### config.mk
export PLATFORM = sky130hd
export DESIGN_NAME = fan_thermal_duty_controller_unit
export DESIGN_NICKNAME = d
export VERILOG_FILES = /design/src/design/fdc_pkg.sv /design/src/design/fan_thermal_duty_controller_unit.sv /design/src/design/fdc_cfg.sv /design/src/design/fdc_core.sv
export SDC_FILE = /design/constraint.sdc
export NUM_CORES = 1
export LEC_CHECK = 0
export BUFFER_PORTS_ARGS = -buffer_cell sky130_fd_sc_hd__buf_2
export CORE_UTILIZATION = 50
export CTS_BUF_LIST = sky130_fd_sc_hd__clkbuf_2
export CTS_CLUSTER_SIZE = 25
export DETAILED_ROUTE_END_ITERATION = 10
export HOLD_SLACK_MARGIN = 0.02
export PLACE_DENSITY = 0.67
export SLEW_MARGIN = 20
export SYNTH_ARGS = -nofsm -noshare
export SYNTH_HDL_FRONTEND = slang
export SYNTH_SLANG_ARGS = --single-unit
export TNS_END_PERCENT = 30
### constraint.sdc
create_clock -name clk -period 19.1 [get_ports clk]
set_input_delay 1.91 -clock clk [delete_from_list [all_inputs] [get_ports clk]]
set_output_delay 1.91 -clock clk [all_outputs]
set_load 0.01 [all_outputs]
### src/design/fdc_pkg.sv
// fan duty controller package: configuration and result types, reset values,
// ladder and band constants, and small duty helpers
// no dependencies
package fdc_pkg;

	typedef struct packed {
		logic signed [7:0] hot_enter;
		logic signed [7:0] hot_exit;
		logic signed [7:0] cold_enter;
		logic signed [7:0] cold_exit;
		logic [6:0]        max_duty;
		logic [6:0]        min_duty;
		logic [5:0]        duty_step;
	} fdc_cfg_t;

	typedef struct packed {
		logic [6:0]  duty;
		logic [13:0] count;
		logic        forced_max;
		logic        forced_min;
		logic        warming;
	} fdc_result_t;

	// register indexes
	localparam logic [2:0] REG_HOT_ENTER    = 3'd0;
	localparam logic [2:0] REG_HOT_EXIT     = 3'd1;
	localparam logic [2:0] REG_COLD_ENTER   = 3'd2;
	localparam logic [2:0] REG_COLD_EXIT    = 3'd3;
	localparam logic [2:0] REG_MAX_DUTY     = 3'd4;
	localparam logic [2:0] REG_MIN_DUTY     = 3'd5;
	localparam logic [2:0] REG_DUTY_STEP    = 3'd6;
	localparam logic [2:0] REG_INITIAL_DUTY = 3'd7;

	// register reset values
	localparam logic signed [7:0] HOT_ENTER_RST  = 8'sd68;
	localparam logic signed [7:0] HOT_EXIT_RST   = 8'sd60;
	localparam logic signed [7:0] COLD_ENTER_RST = 8'sd30;
	localparam logic signed [7:0] COLD_EXIT_RST  = 8'sd35;
	localparam logic [6:0]        MAX_DUTY_RST   = 7'd100;
	localparam logic [6:0]        MIN_DUTY_RST   = 7'd10;
	localparam logic [5:0]        DUTY_STEP_RST  = 6'd5;
	localparam logic [6:0]        INIT_DUTY_RST  = 7'd30;

	// state reset values and the duty saturation limit
	localparam logic [6:0] BACKUP_DUTY_RST = 7'd80;
	localparam logic [6:0] BAND_DUTY_RST   = 7'd30;
	localparam logic [6:0] HIGH_LIMIT_RST  = 7'd100;
	localparam logic [6:0] DUTY_MAX_LIMIT  = 7'd127;

	// duty after leaving forced minimum
	localparam logic [7:0] COLD_LEAVE_DUTY = 8'd30;

	// warm-up ladder
	localparam logic signed [7:0] WARM_T40 = 8'sd40;
	localparam logic signed [7:0] WARM_T45 = 8'sd45;
	localparam logic signed [7:0] WARM_T50 = 8'sd50;
	localparam logic signed [7:0] WARM_T55 = 8'sd55;
	localparam logic signed [7:0] WARM_T60 = 8'sd60;
	localparam logic [7:0] LADDER_D40  = 8'd40;
	localparam logic [7:0] LADDER_D50  = 8'd50;
	localparam logic [7:0] LADDER_D60  = 8'd60;
	localparam logic [7:0] LADDER_D70  = 8'd70;
	localparam logic [7:0] LADDER_D100 = 8'd100;
	localparam logic [6:0] REWARM_LOW  = 7'd50;
	localparam logic [6:0] REWARM_HIGH = 7'd60;

	// regulation band
	localparam logic signed [8:0] BAND_LO_OFS = 9'sd8;
	localparam logic signed [8:0] BAND_HI_OFS = 9'sd4;
	localparam logic [3:0]        COOL_DWELL  = 4'd10;
	localparam logic [2:0]        HOT_DWELL   = 3'd5;

	// percent * 8192 / 100 as (d * ceil(2^24/25)) >> 13, exact for d < 128
	localparam logic [26:0] DC_RECIP = 27'd671089;

	function automatic logic [13:0] duty_count_f(input logic [6:0] d);
		logic [26:0] p;
		p = 27'(d) * DC_RECIP;
		return p[26:13];
	endfunction

	function automatic logic [6:0] clamp_hi(input logic [7:0] v, input logic [6:0] mx);
		return (v > {1'b0, mx}) ? mx : v[6:0];
	endfunction

	// one step up, held under both the maximum and the learned high limit
	function automatic logic [6:0] step_up(input logic [6:0] b, input logic [5:0] st,
			input logic [6:0] mx, input logic [6:0] hl);
		logic [7:0] s;
		s = {1'b0, b} + {2'b00, st};
		if (s > {1'b0, mx})
			s = {1'b0, mx};
		if (s > {1'b0, hl})
			s = {1'b0, hl};
		return s[6:0];
	endfunction

endpackage

### src/design/fan_thermal_duty_controller_unit.sv
// fan thermal duty controller, top level: input register, tick update, result register
// depends on fdc_pkg, fdc_cfg, fdc_core
//
// usage:
//  - input channel (in_valid/in_ready/temperature): one transfer is one control tick
//    carrying the hottest board temperature in signed degrees
//  - output channel (out_valid/out_ready/...): exactly one result per tick, in order,
//    with duty in percent, its 14-bit pwm count and the mode flags
//  - config channel (cfg_valid/cfg_ready/cfg_index/cfg_data): always ready; write
//    only while no tick is in flight
//  - path: a tick accepted into the input register moves on to the result register
//    when the output is free, and out_valid rises as it is loaded there
//  - throughput: one tick per cycle without a stall; the state is read and rewritten
//    in the same cycle the tick leaves the input register, so the loop sets the rate
//  - a stalled receiver holds the result register; one more tick waits in the input
//    register, after that in_ready drops until the result is taken
//  - reset clears both registers and loads all registers and the duty state with
//    their reset values (duty starts at 30 percent)
module fan_thermal_duty_controller_unit import fdc_pkg::*; (
	input  logic              clk,
	input  logic              arst_n,
	input  logic              cfg_valid,
	output logic              cfg_ready,
	input  logic [2:0]        cfg_index,
	input  logic [7:0]        cfg_data,
	input  logic              in_valid,
	output logic              in_ready,
	input  logic signed [7:0] temperature,
	output logic              out_valid,
	input  logic              out_ready,
	output logic [6:0]        duty_percent,
	output logic [13:0]       duty_count,
	output logic              forced_max,
	output logic              forced_min,
	output logic              warming
);

	fdc_cfg_t          cfg;
	fdc_result_t       res, res_q;
	logic signed [7:0] temp_s1;
	logic              valid_s1, out_valid_q, advance;

	assign cfg_ready = 1'b1;

	fdc_cfg u_cfg (
		.clk      (clk),
		.arst_n   (arst_n),
		.wr_en    (cfg_valid),
		.wr_index (cfg_index),
		.wr_data  (cfg_data),
		.cfg      (cfg)
	);

	// the tick moves to the result register when that one is free or being emptied
	assign advance  = valid_s1 && (!out_valid_q || out_ready);
	assign in_ready = !valid_s1 || advance;

	fdc_core u_core (
		.clk    (clk),
		.arst_n (arst_n),
		.tick   (advance),
		.temp   (temp_s1),
		.cfg    (cfg),
		.res    (res)
	);

	always_ff @(posedge clk or negedge arst_n) begin
		if (!arst_n) begin
			valid_s1    <= 1'b0;
			out_valid_q <= 1'b0;
		end else begin
			if (in_ready)
				valid_s1 <= in_valid;
			if (advance)
				out_valid_q <= 1'b1;
			else if (out_ready)
				out_valid_q <= 1'b0;
		end
	end

	always_ff @(posedge clk) begin
		if (in_valid && in_ready)
			temp_s1 <= temperature;
		if (advance)
			res_q <= res;
	end

	assign out_valid    = out_valid_q;
	assign duty_percent = res_q.duty;
	assign duty_count   = res_q.count;
	assign forced_max   = res_q.forced_max;
	assign forced_min   = res_q.forced_min;
	assign warming      = res_q.warming;

endmodule

### src/design/fdc_cfg.sv
// fan duty controller configuration registers
// depends on fdc_pkg
module fdc_cfg import fdc_pkg::*; (
	input  logic       clk,
	input  logic       arst_n,
	input  logic       wr_en,
	input  logic [2:0] wr_index,
	input  logic [7:0] wr_data,
	output fdc_cfg_t   cfg
);

	fdc_cfg_t cfg_q;

	always_ff @(posedge clk or negedge arst_n) begin
		if (!arst_n) begin
			cfg_q.hot_enter  <= HOT_ENTER_RST;
			cfg_q.hot_exit   <= HOT_EXIT_RST;
			cfg_q.cold_enter <= COLD_ENTER_RST;
			cfg_q.cold_exit  <= COLD_EXIT_RST;
			cfg_q.max_duty   <= MAX_DUTY_RST;
			cfg_q.min_duty   <= MIN_DUTY_RST;
			cfg_q.duty_step  <= DUTY_STEP_RST;
		end else if (wr_en) begin
			case (wr_index)
				REG_HOT_ENTER:  cfg_q.hot_enter  <= wr_data;
				REG_HOT_EXIT:   cfg_q.hot_exit   <= wr_data;
				REG_COLD_ENTER: cfg_q.cold_enter <= wr_data;
				REG_COLD_EXIT:  cfg_q.cold_exit  <= wr_data;
				REG_MAX_DUTY:   cfg_q.max_duty   <= wr_data[6:0];
				REG_MIN_DUTY:   cfg_q.min_duty   <= wr_data[6:0];
				REG_DUTY_STEP:  cfg_q.duty_step  <= wr_data[5:0];
				// initial duty only acts at reset, where it always holds its reset value
				REG_INITIAL_DUTY: ;
				default: ;
			endcase
		end
	end

	assign cfg = cfg_q;

endmodule

### src/design/fdc_core.sv
// fan duty controller state and tick update, computed combinationally and registered on tick
// depends on fdc_pkg
module fdc_core import fdc_pkg::*; (
	input  logic              clk,
	input  logic              arst_n,
	input  logic              tick,
	input  logic signed [7:0] temp,
	input  fdc_cfg_t          cfg,
	output fdc_result_t       res
);

	logic [6:0]        duty_q, backup_q, band_q, low_lim_q, high_lim_q, low_ent_q, high_ent_q;
	logic [3:0]        cool_q;
	logic [2:0]        hot_q;
	logic signed [7:0] cool_start_q;
	logic              done_q, max_q, max_left_q, min_q, min_left_q, warm_q;

	logic [6:0]        nd, nbackup, nband, nlow, nhigh, nlowe, nhighe;
	logic [3:0]        ncool;
	logic [2:0]        nhot;
	logic signed [7:0] nstart;
	logic              ndone, nmax, nmaxl, nmin, nminl, nwarm, acted;
	logic signed [8:0] t9, band_lo, band_hi, vdec;
	logic [7:0]        sum8;

	always_comb begin
		nd = duty_q;  nbackup = backup_q;  nband = band_q;
		nlow = low_lim_q;  nhigh = high_lim_q;  nlowe = low_ent_q;  nhighe = high_ent_q;
		ncool = cool_q;  nhot = hot_q;  nstart = cool_start_q;
		ndone = done_q;  nmax = max_q;  nmaxl = max_left_q;
		nmin = min_q;  nminl = min_left_q;  nwarm = warm_q;
		acted = 1'b0;
		vdec = '0;
		sum8 = '0;
		t9 = {temp[7], temp};
		band_lo = {cfg.hot_enter[7], cfg.hot_enter} - BAND_LO_OFS;
		band_hi = {cfg.hot_enter[7], cfg.hot_enter} - BAND_HI_OFS;

		// over-temperature: force max, remember where we were; on cooling, return one step above it
		if (temp >= cfg.hot_enter && duty_q != cfg.max_duty) begin
			nbackup = duty_q;
			nd = cfg.max_duty;
			nmax = 1'b1;  nmaxl = 1'b0;  acted = 1'b1;
		end else if (temp <= cfg.hot_exit && duty_q == cfg.max_duty) begin
			nd = clamp_hi({1'b0, backup_q} + {2'b00, cfg.duty_step}, cfg.max_duty);
			nmax = 1'b0;  nmaxl = 1'b1;  acted = 1'b1;
		end

		if (temp <= cfg.cold_enter) begin
			nd = clamp_hi({1'b0, cfg.min_duty}, cfg.max_duty);
			nmin = 1'b1;  nminl = 1'b0;  acted = 1'b1;
		end else if (temp >= cfg.cold_exit && nd == cfg.min_duty) begin
			nd = clamp_hi(COLD_LEAVE_DUTY, cfg.max_duty);
			nmin = 1'b0;  nminl = 1'b1;  acted = 1'b1;
		end

		if (!acted && !ndone) begin
			nwarm = 1'b1;
			if (temp <= WARM_T40)
				nd = clamp_hi(LADDER_D40, cfg.max_duty);
			else if (temp <= WARM_T45)
				nd = clamp_hi(LADDER_D50, cfg.max_duty);
			else if (temp <= WARM_T50)
				nd = clamp_hi(LADDER_D60, cfg.max_duty);
			else begin
				nd = clamp_hi((temp <= WARM_T60) ? LADDER_D70 : LADDER_D100, cfg.max_duty);
				ndone = 1'b1;  nwarm = 1'b0;
			end
		end

		// duty no longer fits the temperature: run the ladder again
		if (ndone && ((temp >= WARM_T55 && nd < REWARM_LOW) ||
				(temp < WARM_T40 && nd > REWARM_HIGH))) begin
			ndone = 1'b0;  nwarm = 1'b1;
		end

		if (nmax || nmin || nwarm || nmaxl || nminl) begin
			if (!(nmax || nmin || nwarm)) begin
				nmaxl = 1'b0;  nminl = 1'b0;
			end
			ncool = '0;  nhot = '0;
			nlow = '0;  nhigh = HIGH_LIMIT_RST;
		end else begin
			nband = nd;
			if (t9 < band_lo) begin
				nhot = '0;
				ncool = cool_q + 4'd1;
				if (ncool == 4'd1)
					nstart = temp;
				if (ncool > COOL_DWELL) begin
					if (temp < nstart) begin
						vdec = $signed({2'b00, nband}) - $signed({3'b000, cfg.duty_step});
						if (vdec < $signed({2'b00, cfg.min_duty}))
							vdec = {2'b00, cfg.min_duty};
						if (vdec < $signed({2'b00, nlow}))
							vdec = {2'b00, nlow};
						nband = clamp_hi(vdec[7:0], cfg.max_duty);
						nd = nband;
					end else if (temp > nstart) begin
						nband = step_up(nband, cfg.duty_step, cfg.max_duty, nhigh);
						nd = nband;
					end
					ncool = '0;
				end
			end else if (t9 > band_hi) begin
				ncool = '0;
				nhot = hot_q + 3'd1;
				if (nhot == HOT_DWELL) begin
					nband = step_up(nband, cfg.duty_step, cfg.max_duty, nhigh);
					nd = nband;
					nhot = '0;
				end
			end else begin
				// entering the band from below or above teaches the limits
				if (t9 == band_lo && cool_q != '0) begin
					nlowe = nband;
					if (high_ent_q != '0)
						nhigh = (high_ent_q < {1'b0, cfg.duty_step}) ? '0 :
							high_ent_q - {1'b0, cfg.duty_step};
				end
				if (t9 == band_hi && hot_q != '0) begin
					nhighe = nband;
					if (nlowe != '0) begin
						sum8 = {1'b0, nlowe} + {2'b00, cfg.duty_step};
						nlow = sum8[7] ? DUTY_MAX_LIMIT : sum8[6:0];
					end
				end
				ncool = '0;  nhot = '0;
			end
		end

		res.duty       = nd;
		res.count      = duty_count_f(nd);
		res.forced_max = nmax;
		res.forced_min = nmin;
		res.warming    = nwarm;
	end

	always_ff @(posedge clk or negedge arst_n) begin
		if (!arst_n) begin
			duty_q       <= INIT_DUTY_RST;
			backup_q     <= BACKUP_DUTY_RST;
			band_q       <= BAND_DUTY_RST;
			low_lim_q    <= '0;
			high_lim_q   <= HIGH_LIMIT_RST;
			low_ent_q    <= '0;
			high_ent_q   <= '0;
			cool_q       <= '0;
			hot_q        <= '0;
			cool_start_q <= '0;
			done_q       <= 1'b0;
			max_q        <= 1'b0;
			max_left_q   <= 1'b0;
			min_q        <= 1'b0;
			min_left_q   <= 1'b0;
			warm_q       <= 1'b0;
		end else if (tick) begin
			duty_q       <= nd;
			backup_q     <= nbackup;
			band_q       <= nband;
			low_lim_q    <= nlow;
			high_lim_q   <= nhigh;
			low_ent_q    <= nlowe;
			high_ent_q   <= nhighe;
			cool_q       <= ncool;
			hot_q        <= nhot;
			cool_start_q <= nstart;
			done_q       <= ndone;
			max_q        <= nmax;
			max_left_q   <= nmaxl;
			min_q        <= nmin;
			min_left_q   <= nminl;
			warm_q       <= nwarm;
		end
	end

endmodule

* Word-level counts from Yosys, hierarchy flattened
Index checks and enable logic that the tools add are counted.
** Word-level totals
- Bits in registers :: 149
** Operators by class
- $add $sub $neg :: 9
- Multipliers :: 1
- $lt $le $gt $ge :: 31
- Equal/unequal tests :: 15
- Muxes and demuxes :: 100
- Bitwise operators :: 3
- Reductions and logical operators :: 45
** Operators with widths (number)
- $mux 7 :: 41
- $mux 8 :: 18
- $gt 8x7->1 :: 6
- $mux 9 :: 5
- $le 8x7->1 const B :: 4
- $mux 1 :: 28
- $mul 7x20->27 const B :: 1
- $add 7x6->8 :: 3
- $gt 6x7->1 const A :: 3
- $eq 8x9->1 :: 2
- $lt 9x8->1 :: 2
- $ge 8x8->1 :: 2
- $le 8x8->1 :: 2
- $reduce_and 2->1 :: 8
- $reduce_and 5->1 :: 3
- $eq 7x7->1 :: 2
- $reduce_bool 7->1 :: 2
- $eq 3x3->1 const B :: 4
- $mux 3 :: 4
- $mux 4 :: 3
- $logic_and 1x1->1 :: 11
- $reduce_bool 2->1 :: 5
- $gt 8x9->1 :: 1
- $lt 8x9->1 :: 1
- 30 further kinds :: 43

* Depth between registers and ports, before layout
Gate-level depths: netlist (run 1).
- Depth in word-level cells :: 39
- Mapped depth :: 81
- Mapped depth without buffers :: 77

* By module
From an unflattened synthesis (run 1), not the netlist that was laid out.
** Unflattened totals
- Cells, all modules :: 1473
- Area total of the unflattened synthesis :: 13985.9 sq um
** By module, submodules not included
- fdc_core :: instances 1, cells an instance 1313, area each 10882.9 sq um, seq. area each 1587.8 sq um
- fdc_cfg :: instances 1, cells an instance 118, area each 2026.9 sq um, seq. area each 1326.3 sq um
- fan_thermal_duty_controller_unit :: instances 1, cells an instance 42, area each 1076.0 sq um, seq. area each 1011.0 sq um

* Worst setup path before layout (run 1)
Ideal clock, no wire load.
- Path kind :: reg2reg
- From :: register u_cfg.cfg_q (netlist bit u_cfg.cfg[0])
- To :: register res_q (netlist bit duty_count[4]) (data pin)
- Arrival time :: 15576 ps
- Data required time :: 18842 ps
- Setup slack :: 3266 ps
- Stages on the path, launching flop included :: 79
- Buffers on the path :: 4
- Cell sequence :: dfstp_2 -> ha_1 -> inv_1 -> fa_1 -> nand2b_1 -> a21oi_1 -> nor4_1 -> a311o_1 -> ha_1 -> and3_1 -> a221oi_1 -> o2bb2ai_1 -> nand3_1 -> a211oi_1 -> nor4_1 -> or4_1 -> or3_1 -> buf_4 -> (+43 left out) -> o21ai_0 -> fa_1 -> fa_1 -> fa_1 -> inv_1 -> fa_1 -> inv_1 -> ha_1 -> a21o_1 -> a21o_1 -> a21oi_1 -> nand2_1 -> a41oi_1 -> mux2i_1 -> and2_4 -> or3_1 -> a31oi_1 -> xnor2_1
** RTL lines
- start: declaration :: RTL line fdc_cfg.sv:12 : fdc_cfg_t cfg_q;
- end signal: assignment :: RTL line fan_thermal_duty_controller_unit.sv:85 : res_q <= res;
- end: declaration :: RTL line fan_thermal_duty_controller_unit.sv:39 : fdc_result_t res, res_q;

==> results.ini, run 1 <==
[floorplanning]
fp.dieW_um = 169
pin_count = 51
dieArea_um2 = 28600
coreArea_um2 = 27200
start_util_pct = 51.4
rows = 60
fp.dieH_um = 169

[layout]
layout_common_cells = 204 x ha_1, 155 x inv_1, 137 x nand2_1
fillCellCount = 2546
drive_above_1_share_pct = 13.9
layout_commonest_cell = ha_1
regArea_um2 = 3930
area_growth_pct = 7.35
fin_nets = 1859
multiInputGateArea_um2 = 9250

[timing]
fin_crit_ps = 17650
fin_crit_sh_pct = 92.4
tightest_slew_ps = 1000
slew_headroom_pct = 32.7
finalSetupTns_ps = 0
fmax_mhz = 56.7
drv_slew = 0
finClkSkew_ps = 51.5
finalHoldViolations = 0
setup_viol = 0
rsz0062_at_grt = no

[detailed_routing]
drc = 0
routed_wl_um = 40300
num_vias = 11900
post_drt_via_cell_ratio = 5.98
dr.pass1.iters = 7
drt-initial-drc-count = 1151
ant_nets = 0
wl_per_cell_um = 20.3

[clocking]
h-tree-depth = 4
clk_pin_slew_ps = 280
hold_buffers = 0
tritoncts = yes
cts_max_path_buffers = 2
cts_inserted_buffers = 17
cts_root_buf = clkbuf_2
clock_latency_ps = 780
cts.repair.resized = 0
post_cts_buffers = 0
clkSinkCount = 149

[synthesis]
synth_area_um2 = 14000
ys_seq_elements = 149
ys.flop_type = dfrtp_1
synth_top_area_cell = ha_1
ys_seq_area_share_pct = 28.1
synth_area_leaders = ha_1 18%, dfrtp_1 16%, edfxtp_1 6.9%, dfstp_2 5.5%, o21ai_0 4.5%
synth.top_cell.area_share_pct = 18.3
synth_nets = 1807
synth_warnings = 0
syn_area_per_cell_um2 = 9.02
synth_cells = 1549
synth_edf_count = 32
synth.distinct_cells = 90
synth-async-reset-ratio_pct = 78.5

[global_routing]
grt_max_degree = 65
grt_pass1_wl_um = 64700
track_usage_pct = 29.4
grt_pass1_vias = 11600
grt_overflow = 0
antenna_found_initial = 1

[flow_run]
max_cap_violations = 0

[critical_path]
cpMostUsedCell = ha_1
critical_path.max_stage_delay_ps = 660
slowest_stage = dfstp_2
path_buf_inv = 5
cp_data_arrival_time_ps = 18200
path_class = flip-flop to flip-flop
end_kind = flip-flop
worstSetupStartpointType = flip-flop
crit_family = compound AO/OA/AOI/OAI gates
cp_max_fo = 12
crit_required_ps = 19650

[placed_design]
post-dp-hpwl_um = 31500
gp_congestion = 0.972
port-buffer-count = 49

[outcome]
status = finished, final reports clean

[min_path]
min_path_type = flip-flop to flip-flop

[Yosys cell counts, types with 7 or more instances]
cell and instances:
nor4_1 13, nor2b_1 17, dfrtp_1 88, o21bai_1 11
fa_1 30, xnor2_1 35, and2_1 8, o21ai_0 127
buf_2 10, nand4_1 17, a21oi_1 95, nand3_1 28
or2_2 7, nor3_1 26, a21o_1 22, o31ai_1 17
a211oi_1 14, o22ai_1 7, nand2b_1 22, o211ai_1 13
inv_1 155, nand2_1 137, mux2i_1 29, mux2_2 52
xor2_1 20, dfstp_2 29, nor2_1 78, edfxtp_1 32
a31oi_1 14, or3_1 8, o21a_1 22, ha_1 204
nor3b_1 7, clkbuf_1 31
[state kept, by name (all words and copies together), names as in the netlist]
| register | cells |
|---|---|
| u_cfg.cfg | 52 |
| duty_count | 14 |
| temp_s1 | 8 |
| u_core.cool_start_q | 8 |
| duty_percent | 7 |
| u_core.backup_q | 7 |
| u_core.duty_q | 7 |
| u_core.high_ent_q | 7 |
| u_core.high_lim_q | 7 |
| u_core.low_ent_q | 7 |
| u_core.low_lim_q | 7 |
| u_core.cool_q | 4 |
| u_core.hot_q | 3 |
| forced_max | 1 |
| forced_min | 1 |
| out_valid | 1 |
| u_core.done_q | 1 |
| u_core.max_left_q | 1 |
| u_core.max_q | 1 |
| u_core.min_left_q | 1 |
| u_core.min_q | 1 |
| u_core.warm_q | 1 |
| valid_s1 | 1 |
| warming | 1 |
[routing by layer]
metal  vias up  track usage [%]  part of all wire, %
met5         -                0                    0
met4         0             9.95                  3.0
met3        82             5.32                  6.5
met2       393             47.3                   46
met1      5718             39.8                   45
li1       5686                -                    -
[final timing paths]
check	start	endpoint	slack, ps	cells past startpoint
hold reg to reg	u_core.cool_start_q[6]$_DFFE_PN0P_	u_core.cool_start_q[6]$_DFFE_PN0P_	520	2
setup reg to reg	u_cfg.cfg[0]$_DFFE_PN1P_	duty_count[13]$_DFFE_PP_	1450	73
max in group asynchronous	arst_n	u_core.backup_q[5]$_DFFE_PN0P_	16620	2
hold / removal	u_core.cool_start_q[6]$_DFFE_PN0P_	u_core.cool_start_q[6]$_DFFE_PN0P_	520	2
min in group asynchronous	arst_n	u_cfg.cfg[45]$_DFFE_PN0P_	1120	1
setup / recovery	u_cfg.cfg[0]$_DFFE_PN1P_	duty_count[13]$_DFFE_PP_	1450	73
[per-stage QoR]
step                      hold slack [ps]  cells  util (%)  cell area [µm²]  setup slack [ps]
after global routing                  543   1988      55.2            15000               182
after global placement                462   1954      54.1            14700              1710
after floorplan                       449   1549         -            14000              3270
after CTS                             522   1986      55.1            15000              1240
after detailed placement              471   1954      54.1            14700              1290
final                                 519   1988      55.2            15000              1450
[area by class of cell]
type	instances	share of cell area (%)
clock inverters	15	1.20
flip-flops and latches	149	26.2
multi-input cells	1193	61.7
well taps	372	3.10
diodes	2	0.0334
repair buffers	81	3.25
inverters	159	3.98
clock buffers	17	0.567
[cell families (layout without fill, tap and decap cells)]
group,after synthesis,count (layout),share of synthesized area (%)
buffers and inverters,207,272,5.81
muxes,82,82,6.43
DFF,149,149,28.1
adders and majority gates,234,234,22.6
AOI/OAI and AO/OA,425,425,19.8
other,1,3,0.0268
xor gates and xnor gates,55,55,3.45
and+or+nand+nor,396,396,13.9
[tightest hold or removal path, stage by stage (launching register included)]
cell and delay (ps):
dfrtp_1 400, nand2_1 40, o21ai_0 60
Power of run 1 is left out: the tool's default activity adds up to more than one toggle a clock period on the data nets, which glitch-free logic cannot reach.
==> run 2, diff against run 1 <==
--- a/config.mk
+++ b/config.mk
@@ -15,5 +15,6 @@
 export SLEW_MARGIN = 20
 export SYNTH_ARGS = -nofsm -noshare
 export SYNTH_HDL_FRONTEND = slang
+export SYNTH_HIERARCHICAL = 1
 export SYNTH_SLANG_ARGS = --single-unit
 export TNS_END_PERCENT = 30
==> run 2 against run 1 <==
Against the previous run: highest routed layer unchanged; synthesized cell count is 4.9% lower; via count is 3.2% lower; synthesized area is 0.11% higher; register-to-register slack better by 480 ps.
==> results.ini, run 2 <==
[synthesis]
synth_warnings = 6  ; +6
synthTopCellsByCount = 205 x ha_1, 152 x inv_1, 91 x nand2_1, 88 x dfrtp_1, 85 x nor2_1
ys.flop_type = dfrtp_1
yosysMostFrequentCell = ha_1
synth.distinct_cells = 99  ; +10%
synth_edf_count = 32  ; unchanged
synth_area_um2 = 14000  ; +0.11%
synth_nets = 1732  ; -4.2%
ys_seq_area_share_pct = 28.1  ; -0.030 points
ys_seq_elements = 149  ; unchanged
synth_top_area_cell = ha_1
synth-async-reset-ratio_pct = 78.5  ; unchanged
synth.top_cell.area_share_pct = 18.3  ; +0.070 points
syn_area_per_cell_um2 = 9.49  ; +5.3%
synth_cells = 1473  ; -4.9%
synth_area_leaders = ha_1 18%, dfrtp_1 16%, edfxtp_1 6.9%, mux2_2 6.4%, dfstp_2 5.4%

[clocking]
cts.repair.resized = 0  ; unchanged
tritoncts = yes
clock_latency_ps = 820  ; +40 ps
clkSinkCount = 149  ; unchanged
cts_root_buf = clkbuf_2
hold_buffers = 0  ; unchanged
clk_pin_slew_ps = 310  ; +30 ps
cts_inserted_buffers = 17  ; unchanged
post_cts_buffers = 0  ; unchanged
cts_max_path_buffers = 2  ; unchanged
h-tree-depth = 4  ; unchanged

[timing]
fmax_mhz = 58.2  ; +2.8%
rsz0062_at_grt = no
drv_slew = 0  ; unchanged
finClkSkew_ps = 83.1  ; +31.6 ps
finalHoldViolations = 0  ; unchanged
whs_ps = 514  ; -5.38 ps
fin_crit_sh_pct = 89.9  ; -2.5 points
finalSetupTns_ps = 0  ; unchanged
setup_viol = 0  ; unchanged
tightest_slew_ps = 1050  ; +51.7 ps
fin_crit_ps = 17170  ; -480 ps
slew_headroom_pct = 27.9  ; -4.7 points

[critical_path]
slowest_stage = fa_1
crit_required_ps = 19740  ; +90 ps
r2r-start = u_cfg/cfg[0]$_DFFE_PN1P_
worstSetupStartpointType = flip-flop
cp_data_arrival_time_ps = 17820  ; -380 ps
end_kind = flip-flop
rr_endpoint = duty_count[13]$_DFFE_PP_
cp_max_fo = 12  ; unchanged
crit_family = compound AO/OA/AOI/OAI gates
path_buf_inv = 4  ; -1
critical_path.max_stage_delay_ps = 690  ; +30 ps
r2r_setup_slack_ps = 1930  ; +480 ps
path_class = flip-flop to flip-flop
ff2ff_path_depth = 71  ; -2.7%

[layout]
fillCellCount = 2577  ; +1.2%
largest_register_ffs = 52  ; unchanged
fin_cells = 1901  ; -4.4%
area_growth_pct = 6.49
layout_common_cells = 205 x ha_1, 152 x inv_1, 91 x nand2_1
fin_nets = 1774  ; -4.6%
fin_area_um2 = 14900  ; -0.70%
drive_above_1_share_pct = 16.2  ; +2.2 points
layout_commonest_cell = ha_1

[detailed_routing]
wl_per_cell_um = 20.8  ; +2.7%
routed_wl_um = 39600  ; -1.8%
ant_nets = 0  ; unchanged
num_vias = 11500  ; -3.2%
post_drt_via_cell_ratio = 6.05  ; +1.2%
drt-initial-drc-count = 1023  ; -11%
dr.pass1.iters = 6  ; -1
drc = 0  ; unchanged

[floorplanning]
dieArea_um2 = 28600  ; +0.10%
fp.dieW_um = 169  ; about the same
start_util_pct = 51.5  ; +0.055 points
fp.dieH_um = 169  ; about the same
rows = 60  ; unchanged
coreArea_um2 = 27200  ; unchanged
pin_count = 51  ; unchanged

[global_routing]
track_usage_pct = 28.9  ; -0.49 points
grt_overflow = 0  ; unchanged
grt_max_degree = 67  ; +3.1%
antenna_found_initial = 1  ; unchanged
grt_pass1_wl_um = 63400  ; -2.0%
grt_pass1_vias = 11200  ; -3.3%

[placed_design]
gp_congestion = 0.951  ; -2.2%
post-dp-hpwl_um = 30000  ; -4.7%
dp_cells = 1868  ; -4.4%
place_area_um2 = 14600  ; -0.57%
port-buffer-count = 49  ; unchanged

[min_path]
hp-start = u_core/backup_q[4]$_DFFE_PN1P_
whs_path_depth = 2  ; unchanged
min_to = u_core/backup_q[4]$_DFFE_PN1P_
min_path_type = flip-flop to flip-flop

[outcome]
status = finished, final reports clean

[flow_run]
max_cap_violations = 0  ; unchanged

run 2: worst max path at each step:
stage                                          end  cells after the start  slack (ps)                startpoint
after global placement    duty_count[13]$_DFFE_PP_                     70        2550  u_cfg/cfg[0]$_DFFE_PN1P_
after CTS                 duty_count[13]$_DFFE_PP_                     72        2080  u_cfg/cfg[0]$_DFFE_PN1P_
after global routing      duty_count[12]$_DFFE_PP_                     71         800  u_cfg/cfg[1]$_DFFE_PN0P_
after detailed placement  duty_count[13]$_DFFE_PP_                     72        2190  u_cfg/cfg[0]$_DFFE_PN1P_
final                     duty_count[13]$_DFFE_PP_                     71        1930  u_cfg/cfg[0]$_DFFE_PN1P_
after floorplan           duty_count[13]$_DFFE_PP_                     74        3360  u_cfg/cfg[0]$_DFFE_PN1P_
run 2: cell type report:
cell class	count	area [µm²]	share of cell area, %
multi-input cells	1125	9270	62.2
inverters	153	574	3.86
clock inverters	15	178	1.19
clock buffers	17	85.1	0.571
flip-flops and latches	149	3930	26.4
well taps	372	465	3.13
diodes	1	2.50	0.0168
repair buffers	69	398	2.67
run 2: cells by family after synthesis:
kind of cell    count (synthesis)  share of synthesized area [%]
simple gates                  357                           13.8
other cells                     1                         0.0268
xor+xnor                       50                           3.13
mux                           111                           8.74
compound gates                371                           17.9
buf+inv                       199                           5.72
flops                         149                           28.1
fa+ha+maj                     235                           22.6
run 2: tightest hold or removal path: cells and delay by family (launching register included):
| kind | cells | cell delay [ps] |
|---|---|---|
| simple gates | 1 | 40 |
| compound gates | 1 | 70 |
| flops | 1 | 450 |
run 2: layer usage:
layer	wire, µm	vias up	GRT usage [%]
met4	1120	0	10.1
met5	0	-	0
li1	-	5444	-
met1	17900	5547	39.3
met3	2380	86	3.87
met2	18200	424	47.1
run 2: through the flow:
step                setup WS [ps]  utilization, %
floorplan                    3360               -
global placement             2550            53.8
detailed placement           2190            53.8
CTS                          2080            54.8
global route                  795            54.8
finish                       1930            54.8
Power of run 2 is left out for the same reason.
